[src/rtl/core/fdss_pkg.sv]
// Shared types, constants and the digit glyph decoder for the seven-segment scanner.
`timescale 1ns / 1ps

package fdss_pkg;

    localparam int NumberWidth = 14;
    localparam int RepsWidth   = 4;
    localparam int SegWidth    = 7;
    localparam int PlaceCount  = 4;
    localparam int PlaceWidth  = 2;
    localparam int QueueDepth  = 2;

    // Reciprocals for constant division (value * Recip) >> Shift.
    localparam logic [16:0] RecipThou  = 17'd67109;
    localparam int          ShiftThou  = 26;
    localparam logic [5:0]  RecipHund  = 6'd41;
    localparam int          ShiftHund  = 12;
    localparam logic [7:0]  RecipTens  = 8'd205;
    localparam int          ShiftTens  = 11;

    localparam logic [PlaceWidth-1:0] PlaceUnits = 2'd3;
    localparam logic [3:0]            PenNone    = 4'hF;

    typedef enum logic [2:0] {
        F_IDLE,
        F_THOU,
        F_HUND,
        F_TENS,
        F_PUSH
    } front_state_t;

    typedef enum logic [1:0] {
        B_IDLE,
        B_SCAN,
        B_BLANK
    } back_state_t;

    // One classified item waiting for the scan sequencer.
    typedef struct packed {
        logic [PlaceCount-1:0][SegWidth-1:0] glyph;
        logic [PlaceWidth-1:0]               first;
        logic                                any;
        logic [RepsWidth-1:0]                reps;
    } fdss_entry_t;

    function automatic logic [SegWidth-1:0] glyph_of(input logic [4:0] digit);
        logic [SegWidth-1:0] seg;
        unique case (digit)
            5'd0:    seg = 7'h3F;
            5'd1:    seg = 7'h06;
            5'd2:    seg = 7'h5B;
            5'd3:    seg = 7'h4F;
            5'd4:    seg = 7'h66;
            5'd5:    seg = 7'h6D;
            5'd6:    seg = 7'h7D;
            5'd7:    seg = 7'h07;
            5'd8:    seg = 7'h7F;
            5'd9:    seg = 7'h6F;
            default: seg = 7'h00;
        endcase
        return seg;
    endfunction

endpackage

[src/rtl/core/four_digit_seven_segment_scanner.sv]
// Top level of the four-digit seven-segment scanner.
//
// Input channel (item_valid/item_ready): number (0..16383) and repeat_count.
// Output channel (result_valid/result_ready): segments (a..g, 1 = lit),
// place_enable_n (active low, bit0 thousands .. bit3 units) and last.
// Each input transaction yields repeat_count * shown_places scan results,
// thousands first, with leading zeros blanked, followed by one blanking
// result (segments off, last place select kept, last = 1).
// The front end handles a transaction in steps (accept, three digit
// extraction steps and a queue push); the back end loads an item and then
// delivers one result per cycle while the result register is free.
// On an empty pipeline the first result follows the front-end steps, the
// queue push, the back-end load and the result register write.
// A two-entry queue decouples the two ends; the front end keeps
// accepting while the back end scans until the queue fills.
// While a valid result waits on result_ready the result register holds and
// the back end stalls; the front end stalls only once the queue is full.
// Reset empties the queue, clears all valids and sets the held place
// select to all ones (no place selected).
`timescale 1ns / 1ps

module four_digit_seven_segment_scanner
    import fdss_pkg::*;
(
    input  logic                   clk,
    input  logic                   rst_n,
    input  logic                   item_valid,
    output logic                   item_ready,
    input  logic [NumberWidth-1:0] number,
    input  logic [RepsWidth-1:0]   repeat_count,
    output logic                   result_valid,
    input  logic                   result_ready,
    output logic [SegWidth-1:0]    segments,
    output logic [3:0]             place_enable_n,
    output logic                   last
);

    logic        push;
    logic        pop;
    logic        queue_full;
    logic        queue_empty;
    fdss_entry_t push_entry;
    fdss_entry_t pop_entry;

    fdss_front u_front (
        .clk          (clk),
        .rst_n        (rst_n),
        .item_valid   (item_valid),
        .item_ready   (item_ready),
        .number       (number),
        .repeat_count (repeat_count),
        .push         (push),
        .push_entry   (push_entry),
        .queue_full   (queue_full)
    );

    fdss_queue u_queue (
        .clk        (clk),
        .rst_n      (rst_n),
        .push       (push),
        .push_entry (push_entry),
        .full       (queue_full),
        .pop        (pop),
        .pop_entry  (pop_entry),
        .empty      (queue_empty)
    );

    fdss_back u_back (
        .clk            (clk),
        .rst_n          (rst_n),
        .queue_empty    (queue_empty),
        .pop_entry      (pop_entry),
        .pop            (pop),
        .result_valid   (result_valid),
        .result_ready   (result_ready),
        .segments       (segments),
        .place_enable_n (place_enable_n),
        .last           (last)
    );

endmodule

[src/rtl/core/fdss_front.sv]
// Front end: accepts a transaction, splits the number into digit glyphs, queues the result.
`timescale 1ns / 1ps

module fdss_front
    import fdss_pkg::*;
(
    input  logic                   clk,
    input  logic                   rst_n,
    input  logic                   item_valid,
    output logic                   item_ready,
    input  logic [NumberWidth-1:0] number,
    input  logic [RepsWidth-1:0]   repeat_count,
    output logic                   push,
    output fdss_entry_t            push_entry,
    input  logic                   queue_full
);

    front_state_t state_reg, state_next;

    logic [NumberWidth-1:0]              val_reg, val_next;
    logic [RepsWidth-1:0]                reps_reg, reps_next;
    logic [PlaceWidth-1:0]               first_reg, first_next;
    logic                                any_reg, any_next;
    logic [PlaceCount-1:0][SegWidth-1:0] glyph_reg, glyph_next;

    logic [30:0] prod_thou;
    logic [4:0]  thou;
    logic [15:0] prod_hund;
    logic [3:0]  hund;
    logic [14:0] prod_tens;
    logic [3:0]  tens;
    logic [3:0]  units;
    logic [PlaceWidth-1:0] first_in;

    always_ff @(posedge clk or negedge rst_n)
    begin
        if (!rst_n)
        begin
            state_reg <= F_IDLE;
        end
        else
        begin
            state_reg <= state_next;
        end
    end

    always_ff @(posedge clk)
    begin
        val_reg   <= val_next;
        reps_reg  <= reps_next;
        first_reg <= first_next;
        any_reg   <= any_next;
        glyph_reg <= glyph_next;
    end

    // Leading place shown; leading zeros are blanked.
    always_comb
    begin
        if (number >= 14'd1000)
        begin
            first_in = 2'd0;
        end
        else if (number >= 14'd100)
        begin
            first_in = 2'd1;
        end
        else if (number >= 14'd10)
        begin
            first_in = 2'd2;
        end
        else
        begin
            first_in = 2'd3;
        end
    end

    always_comb
    begin
        prod_thou = 31'(val_reg * RecipThou);
        thou      = prod_thou[ShiftThou +: 5];
        prod_hund = 16'(val_reg[9:0] * RecipHund);
        hund      = prod_hund[ShiftHund +: 4];
        prod_tens = 15'(val_reg[6:0] * RecipTens);
        tens      = prod_tens[ShiftTens +: 4];
        units     = 4'(val_reg[6:0] - 7'(tens * 7'd10));
    end

    always_comb
    begin
        state_next = state_reg;
        val_next   = val_reg;
        reps_next  = reps_reg;
        first_next = first_reg;
        any_next   = any_reg;
        glyph_next = glyph_reg;
        item_ready = 1'b0;
        push       = 1'b0;

        unique case (state_reg)
            F_IDLE:
            begin
                item_ready = 1'b1;
                if (item_valid)
                begin
                    val_next   = number;
                    reps_next  = repeat_count;
                    first_next = first_in;
                    any_next   = (number != '0);
                    state_next = F_THOU;
                end
            end
            F_THOU:
            begin
                glyph_next[0] = glyph_of(thou);
                val_next      = 14'(val_reg - 14'(thou * 14'd1000));
                state_next    = F_HUND;
            end
            F_HUND:
            begin
                glyph_next[1] = glyph_of({1'b0, hund});
                val_next      = 14'(val_reg[9:0] - 10'(hund * 10'd100));
                state_next    = F_TENS;
            end
            F_TENS:
            begin
                glyph_next[2] = glyph_of({1'b0, tens});
                glyph_next[3] = glyph_of({1'b0, units});
                state_next    = F_PUSH;
            end
            F_PUSH:
            begin
                if (!queue_full)
                begin
                    push       = 1'b1;
                    state_next = F_IDLE;
                end
            end
            default:
            begin
                state_next = F_IDLE;
            end
        endcase
    end

    always_comb
    begin
        push_entry.glyph = glyph_reg;
        push_entry.first = first_reg;
        push_entry.any   = any_reg;
        push_entry.reps  = reps_reg;
    end

endmodule

[src/rtl/core/fdss_queue.sv]
// Short FIFO of classified items between the front end and the scan sequencer.
`timescale 1ns / 1ps

module fdss_queue
    import fdss_pkg::*;
(
    input  logic        clk,
    input  logic        rst_n,
    input  logic        push,
    input  fdss_entry_t push_entry,
    output logic        full,
    input  logic        pop,
    output fdss_entry_t pop_entry,
    output logic        empty
);

    localparam int PtrWidth   = $clog2(QueueDepth);
    localparam int CountWidth = $clog2(QueueDepth + 1);

    fdss_entry_t           slot_reg [QueueDepth];
    logic [PtrWidth-1:0]   wr_ptr_reg, rd_ptr_reg;
    logic [CountWidth-1:0] count_reg;

    assign full      = (count_reg == CountWidth'(QueueDepth));
    assign empty     = (count_reg == '0);
    assign pop_entry = slot_reg[rd_ptr_reg];

    always_ff @(posedge clk)
    begin
        if (push)
        begin
            slot_reg[wr_ptr_reg] <= push_entry;
        end
    end

    always_ff @(posedge clk or negedge rst_n)
    begin
        if (!rst_n)
        begin
            wr_ptr_reg <= '0;
            rd_ptr_reg <= '0;
            count_reg  <= '0;
        end
        else
        begin
            if (push)
            begin
                wr_ptr_reg <= (wr_ptr_reg == PtrWidth'(QueueDepth - 1)) ? '0
                                                                         : wr_ptr_reg + 1'b1;
            end
            if (pop)
            begin
                rd_ptr_reg <= (rd_ptr_reg == PtrWidth'(QueueDepth - 1)) ? '0
                                                                         : rd_ptr_reg + 1'b1;
            end
            if (push && !pop)
            begin
                count_reg <= count_reg + 1'b1;
            end
            else if (pop && !push)
            begin
                count_reg <= count_reg - 1'b1;
            end
        end
    end

endmodule

[src/rtl/core/fdss_back.sv]
// Back end: walks the shown places for each repeat and drives the result register.
`timescale 1ns / 1ps

module fdss_back
    import fdss_pkg::*;
(
    input  logic                clk,
    input  logic                rst_n,
    input  logic                queue_empty,
    input  fdss_entry_t         pop_entry,
    output logic                pop,
    output logic                result_valid,
    input  logic                result_ready,
    output logic [SegWidth-1:0] segments,
    output logic [3:0]          place_enable_n,
    output logic                last
);

    back_state_t state_reg, state_next;

    logic [PlaceWidth-1:0]               place_reg, place_next;
    logic [PlaceWidth-1:0]               first_reg, first_next;
    logic [RepsWidth-1:0]                rep_reg, rep_next;
    logic [PlaceCount-1:0][SegWidth-1:0] glyph_reg, glyph_next;
    logic [3:0]                          held_reg, held_next;

    logic                out_valid_reg, out_valid_next;
    logic [SegWidth-1:0] seg_reg, seg_next;
    logic [3:0]          pen_reg, pen_next;
    logic                last_reg, last_next;

    logic slot_free;

    assign slot_free      = !out_valid_reg || result_ready;
    assign result_valid   = out_valid_reg;
    assign segments       = seg_reg;
    assign place_enable_n = pen_reg;
    assign last           = last_reg;

    always_ff @(posedge clk or negedge rst_n)
    begin
        if (!rst_n)
        begin
            state_reg     <= B_IDLE;
            held_reg      <= PenNone;
            out_valid_reg <= 1'b0;
        end
        else
        begin
            state_reg     <= state_next;
            held_reg      <= held_next;
            out_valid_reg <= out_valid_next;
        end
    end

    always_ff @(posedge clk)
    begin
        place_reg <= place_next;
        first_reg <= first_next;
        rep_reg   <= rep_next;
        glyph_reg <= glyph_next;
        seg_reg   <= seg_next;
        pen_reg   <= pen_next;
        last_reg  <= last_next;
    end

    always_comb
    begin
        state_next     = state_reg;
        place_next     = place_reg;
        first_next     = first_reg;
        rep_next       = rep_reg;
        glyph_next     = glyph_reg;
        held_next      = held_reg;
        out_valid_next = out_valid_reg;
        seg_next       = seg_reg;
        pen_next       = pen_reg;
        last_next      = last_reg;
        pop            = 1'b0;

        if (result_ready)
        begin
            out_valid_next = 1'b0;
        end

        unique case (state_reg)
            B_IDLE:
            begin
                if (!queue_empty)
                begin
                    pop        = 1'b1;
                    glyph_next = pop_entry.glyph;
                    first_next = pop_entry.first;
                    place_next = pop_entry.first;
                    rep_next   = pop_entry.reps;
                    state_next = (pop_entry.any && pop_entry.reps != '0) ? B_SCAN : B_BLANK;
                end
            end
            B_SCAN:
            begin
                if (slot_free)
                begin
                    out_valid_next = 1'b1;
                    seg_next       = glyph_reg[place_reg];
                    pen_next       = ~(4'b0001 << place_reg);
                    last_next      = 1'b0;
                    held_next      = ~(4'b0001 << place_reg);
                    if (place_reg == PlaceUnits)
                    begin
                        place_next = first_reg;
                        rep_next   = rep_reg - 1'b1;
                        if (rep_reg == RepsWidth'(1))
                        begin
                            state_next = B_BLANK;
                        end
                    end
                    else
                    begin
                        place_next = place_reg + 1'b1;
                    end
                end
            end
            B_BLANK:
            begin
                // held_reg holds the place select of the most recent scan result
                if (slot_free)
                begin
                    out_valid_next = 1'b1;
                    seg_next       = '0;
                    pen_next       = held_reg;
                    last_next      = 1'b1;
                    state_next     = B_IDLE;
                end
            end
            default:
            begin
                state_next = B_IDLE;
            end
        endcase
    end

endmodule

[config.mk]
export PLATFORM = sky130hd
export DESIGN_NAME = four_digit_seven_segment_scanner
export DESIGN_NICKNAME = d
export VERILOG_FILES = /design/src/rtl/core/fdss_pkg.sv /design/src/rtl/core/four_digit_seven_segment_scanner.sv /design/src/rtl/core/fdss_front.sv /design/src/rtl/core/fdss_queue.sv /design/src/rtl/core/fdss_back.sv
export SDC_FILE = /design/constraint.sdc
export NUM_CORES = 1
export LEC_CHECK = 0
export BUFFER_PORTS_ARGS = -buffer_cell sky130_fd_sc_hd__buf_2
export CAP_MARGIN = 20
export CORE_MARGIN = 2
export CORE_UTILIZATION = 63
export DETAILED_ROUTE_END_ITERATION = 8
export PLACE_DENSITY_LB_ADDON = 0.2
export SETUP_SLACK_MARGIN = 0.2
export SYNTH_ARGS = -nofsm -noshare
export SYNTH_HDL_FRONTEND = slang
export SYNTH_SLANG_ARGS = --single-unit
[constraint.sdc]
create_clock -name clk -period 10.7 [get_ports clk]
set_input_delay 2.14 -clock clk [delete_from_list [all_inputs] [get_ports clk]]
set_output_delay 2.14 -clock clk [all_outputs]
set_load 0.1 [all_outputs]
Word level (Yosys, flattened, before mapping)
Memory sizes are Yosys's and may differ from the RTL's. A register that Yosys moved wholly into a read port is not among the register bits.
Cells that the tools add are included.
Storage, ports and cells
  logic and storage cells: 139
  bits in writable memories: 70
  bits of input ports: 22
  memories: 5
  register bits: 83
  ROM bits: 448
Memory list
  (no name shown): depth 16, bits a word 7, rd ports 1, clocked after memory_dff 1, write ports 0, RTL line fdss_pkg.sv:48  | unique case (digit)
  (no name shown): depth 16, bits a word 7, rd ports 1, clocked after memory_dff 1, write ports 0, RTL line fdss_pkg.sv:48
  (no name shown): depth 16, bits a word 7, rd ports 1, clocked after memory_dff 1, write ports 0, RTL line fdss_pkg.sv:48
  (no name shown): depth 16, bits a word 7, rd ports 1, clocked after memory_dff 1, write ports 0, RTL line fdss_pkg.sv:48
  u_queue.slot_reg: depth 2, bits a word 35, rd ports 1, clocked after memory_dff 0, write ports 1, RTL line fdss_queue.sv:20  | fdss_entry_t slot_reg [QueueDepth];
Operators by class
  magnitude comparators: 4
  shifts and indexed selects: 1
  $add $sub $neg: 9
  equal/unequal tests: 16
  multipliers: 6
  reductions and logical operators: 27
  mux-type cells: 47
  bitwise gates (word level): 2
Operators by type and width (count)
  $pmux 14 s3: 1
  $mul 14x17->31 const B: 1
  $mux 2: 11
  $mux 7: 3
  $mux 4: 5
  $mul 10x6->16 const B: 1
  $mux 1: 16
  $pmux 4 s2: 2
  $mul 7x8->15 const B: 1
  $pmux 3 s5: 1
  $bmux 7 s2: 1
  $ge 14x10->1 const B: 1
  $ge 14x4->1 const B: 1
  $ge 14x7->1 const B: 1
  $mux 14: 1
  $pmux 7 s2: 1
  $reduce_bool 14->1: 1
  $sub 14x14->14: 1
  $mul 5x7->11 const B: 1
  $sub 10x10->11: 1
  $reduce_and 2->1: 5
  $mul 4x5->8 const B: 1
  $ne 2x1->1 const B: 4
  $eq 2x2->1 const B: 3
  32 further kinds: 47

Longest topological paths before layout
  depth in word-level cells: 7
  mapped depth: 36
  depth with buffers taken out: 35

Cells and area by module
A second synthesis with hierarchy kept.
Second synthesis, totals
  cell total of the unflattened synthesis: 1150
  area total of the unflattened synthesis: 13849.5 um2
Modules (own cells, without submodules)
  fdss_front: sequential area each 1546.5 um2, times used 1, cells each 881, area each 8674.6 um2
  fdss_queue: sequential area each 2202.1 um2, times used 1, cells each 125, area each 2862.7 um2
  fdss_back: sequential area each 1621.6 um2, times used 1, cells each 144, area each 2312.2 um2

Least setup slack after synthesis
Ideal clock, no wire load.
  path type: reg2reg
  start: reg u_front.val_reg[8]
  end: reg u_front.val_reg[13] (data pin)
  arrival: 8.746 ns
  path buffers: 1
  cell stages (with the launch flop): 36
  data required time: 10.439 ns
  setup time: 0.261 ns
  path slack: 1.693 ns
  cells stage by stage: edfxtp_1 > ha_1 > ha_1 > inv_1 > fa_1 > inv_1 > fa_1 > inv_1 > fa_1 > inv_1 > ha_1 > ha_1 > o21a_1 > o2111a_1 > o22ai_1 > o221ai_2 > a31o_2 > clkbuf_1 > xnor2_1 > inv_1 > fa_1 > inv_1 > fa_1 > fa_1 > inv_1 > ha_1 > o21ai_0 > nand2b_1 > xnor2_1 > ha_1 > or3_1 > a221o_1 > a31o_2 > a21oi_1 > xor2_1 > a221o_1
On the way
  cells in the longest elaborated chain, start to end: 4
  elaborated cells between the ends (all ways): 7
  classes of those cells: add/sub (2); mul (4); mux (1)
RTL lines
  start, declared: RTL line fdss_front.sv:20  | logic [NumberWidth-1:0] val_reg, val_next;
  start signal, assigned: RTL line fdss_front.sv:49  | val_reg <= val_next;
  $mul 14x17->31 or $mul 10x6->16 (tied branches): RTL line fdss_front.sv:79, fdss_front.sv:81
  $mul 5x7->11 or $mul 4x5->8 (tied branches): RTL line fdss_front.sv:115, fdss_front.sv:121
  $sub 14x14->14 or $sub 10x10->11 (tied branches): RTL line fdss_front.sv:115, fdss_front.sv:121
  $pmux 14 s3 (*): RTL line fdss_front.sv:99  | unique case (state_reg)
  net u_front.val_next[13]: RTL line fdss_front.sv:20
Mark *: on every way through the listed nets, which the timed path passes. The rest lies on a longest branch.
A chain may end at the register's enable or synchronous reset.

Worst setup path after layout
Ends and elaborated chain as after synthesis.

==> results.py <==
metrics = {
    "run_status": {
        "status": "finished clean",
    },
    "flow_run": {
        "cap_violations": 0,
    },
    "placement": {
        "gp_congestion": 0.843,
        "place_hpwl_mm": 18.9,
        "portBuffers": 35,
    },
    "detailed_routing": {
        "vias": 8207,
        "wl_per_cell_um": 16.7,
        "drc": 0,
        "postRouteAntennaNets": 0,
        "drt-total-wl_mm": 24.2,
        "viasPerCell": 5.67,
        "drtIter0Drc": 396,
        "first_pass_iters": 4,
    },
    "logic_synthesis": {
        "netlist_instances": 1113,
        "yosysMostFrequentCell": "ha_1",
        "synthTopCellsByArea": "edfxtp_1 (37%), ha_1 (23%), fa_1 (8.3%)",
        "synth_enable_flop_cells": 167,
        "synth-seq-cells": 181,
        "async_reset_ff_share_pct": 7.73,
        "avgSynthCellArea_sq_um": 12.1,
        "syn_area_sq_mm": 0.0135,
        "netlist_top_cells_count": "ha_1 (251), inv_1 (180), edfxtp_1 (167), fa_1 (56), nand2_1 (41)",
        "synth_warnings": 0,
        "synth_ff_type": "edfxtp_1",
        "yosysSeqAreaShare_pct": 39.9,
        "synth.distinct_cells": 65,
        "yosysTopAreaCell": "edfxtp_1",
        "synth_top_area_share_pct": 37.3,
        "synth_nets": 1442,
    },
    "worst_hold_path": {
        "hp-start": "u_front.reps_reg[2]",
        "hold_class": "register to register",
        "hold_depth": 0,
    },
    "clock_network": {
        "cts.sinks": 181,
        "cts_resized": 0,
        "cts_made_buffers": 17,
        "clock_tree.root_cell": "clkbuf_16",
        "clockBufferDepth": 2,
        "clk_pin_slew_worst_paths_ns": 0.07,
        "tritoncts": "done",
        "insertion_delay_ns": 0.42,
        "cts_hold_buf": 0,
        "htree_levels": 4,
        "cts_setup_buffers": 0,
    },
    "floorplan": {
        "core-area_sq_mm": 0.0210,
        "initial_core_util_pct": 64.0,
        "die_x_um": 150,
        "io_pins": 36,
        "die_y_um": 150,
        "die-area_sq_mm": 0.0225,
        "fp-row-count": 53,
    },
    "critical_path": {
        "reg2reg_depth": 34,
        "r2r_slack_ns": 1.02,
        "worstSetupStartpoint": "u_front.val_reg[8]",
        "regToRegStartpoint": "u_front.val_reg[8]",
        "arrival_ns": 9.86,
        "critical_path.most_common_cell": "inv_1",
        "startpoint_type": "register",
        "end_kind": "register",
        "slowest_stage": "edfxtp_1",
        "critical_path.max_stage_delay_ns": 0.61,
        "worstSetupPathType": "register to register",
        "path_max_fanout": 11,
        "required_ns": 10.88,
    },
    "timing": {
        "fin_setup_tns_ns": 0,
        "rsz0062_at_grt": "false",
        "fin_skew_ns": 0.00947,
        "final.min_clock_period_ns": 9.68,
        "min_period_over_period_pct": 90.5,
        "slew_headroom_pct": 42.3,
        "max_slew.worst_pin.slew_ns": 0.859,
        "drv_slew": 0,
        "setup_viol": 0,
        "fmax_mhz": 103,
        "hold_viol": 0,
    },
    "global_route": {
        "antenna_found_initial": 0,
        "grt_max_degree": 32,
        "first_global_vias": 8299,
        "grt_pass1_wl_mm": 40.3,
        "track_usage_pct": 23.0,
        "overflow": 0,
    },
    "finish": {
        "fill_cells": 1503,
        "fin_nets": 1488,
        "largest_reg_flops": 70,
        "num_antenna_cells": 0,
        "drive_gt1_share_pct": 11.5,
        "area_delta_synth_final_pct": 8.54,
    },
}
area by class of cell:
type / instances / area (sq um) / share of cell area (%)
Clock buffer: 18 / 429 / 2.94
Clock inverter: 14 / 199 / 1.36
Inverter: 181 / 679 / 4.65
Multi-Input combinational cell: 735 / 7340 / 50.3
Sequential cell: 181 / 5370 / 36.8
Tap cell: 275 / 344 / 2.36
Timing Repair Buffer: 43 / 235 / 1.61
layer usage:
layer	GRT usage (%)	wire length [um]	up-vias
met1	29.6	10700	3965
met3	3.00	631	35
li1	-	-	4055
met5	0	0	-
met2	40.4	12400	152
met4	7.97	552	0
cells in the final DEF, fill, tap and decap left out, drive strengths merged, types with 4 or more instances in the layout:
master   count
bufinv       4
a211o        5
nor2b       17
buf         43
xnor2       27
a21oi       35
xor2        25
mux4         7
dfrtp       10
mux2i        8
edfxtp     167
clkinv       6
a31oi        4
mux2        37
nor3        16
and3        10
a221o        7
a21o        12
dfstp        4
and2         4
nand2b      13
o21a         5
clkbuf      18
a22oi        7
o211ai       4
fa          56
nand4        4
a21boi       4
ha         251
o2bb2ai      4
o21ai       36
nand3       12
a211oi       7
inv        184
nand2       41
nor4         6
nor2        26
worst max-delay path: cells and delay by family, from the launching register on:
family / cells / cell delay (ns)
AND/OR/NAND/NOR: 2 / 0.43
adder cells (fa/ha/maj): 12 / 4.76
AO/OA/AOI/OAI: 10 / 2.54
XOR/XNOR: 3 / 0.54
flip-flops: 1 / 0.61
buffers and inverters: 7 / 0.52
cell families after synthesis:
kind of cell	synth area share [%]
fa+ha+maj	31.7
buf+inv	5.51
flops	39.9
compound gates	8.35
simple gates	6.15
xor+xnor	3.53
mux	4.86
path summary, 6_finish.rpt:
kind | to
worst max register to register | u_front.val_reg[13]
max in group asynchronous | u_back.held_reg[3]
worst min register to register | u_queue.slot_reg[0][2]
worst max-delay path | u_front.val_reg[13]
min in group asynchronous | u_back.result_valid
worst min-delay path | u_queue.slot_reg[0][2]
metrics by stage:
| step | utilization (%) | setup WS, ns | cells | area, sq um | hold WS (ns) |
|---|---|---|---|---|---|
| 6_report | 69.5 | 1.02 | 1447 | 14600 | 0.440 |
| 5_1_grt | 69.5 | 0.434 | 1447 | 14600 | 0.443 |
| 4_1_cts | 69.5 | 1.02 | 1447 | 14600 | 0.441 |
| 3_5_place_dp | 66.5 | 1.08 | 1415 | 14000 | 0.430 |
| 3_3_place_gp | 66.5 | 1.38 | 1415 | 14000 | 0.423 |
| 2_1_floorplan | - | 1.69 | 1113 | 13500 | 0.421 |
Power is left out: the tool's default activity adds up to more than one toggle a clock period on the data nets, which glitch-free logic cannot reach.
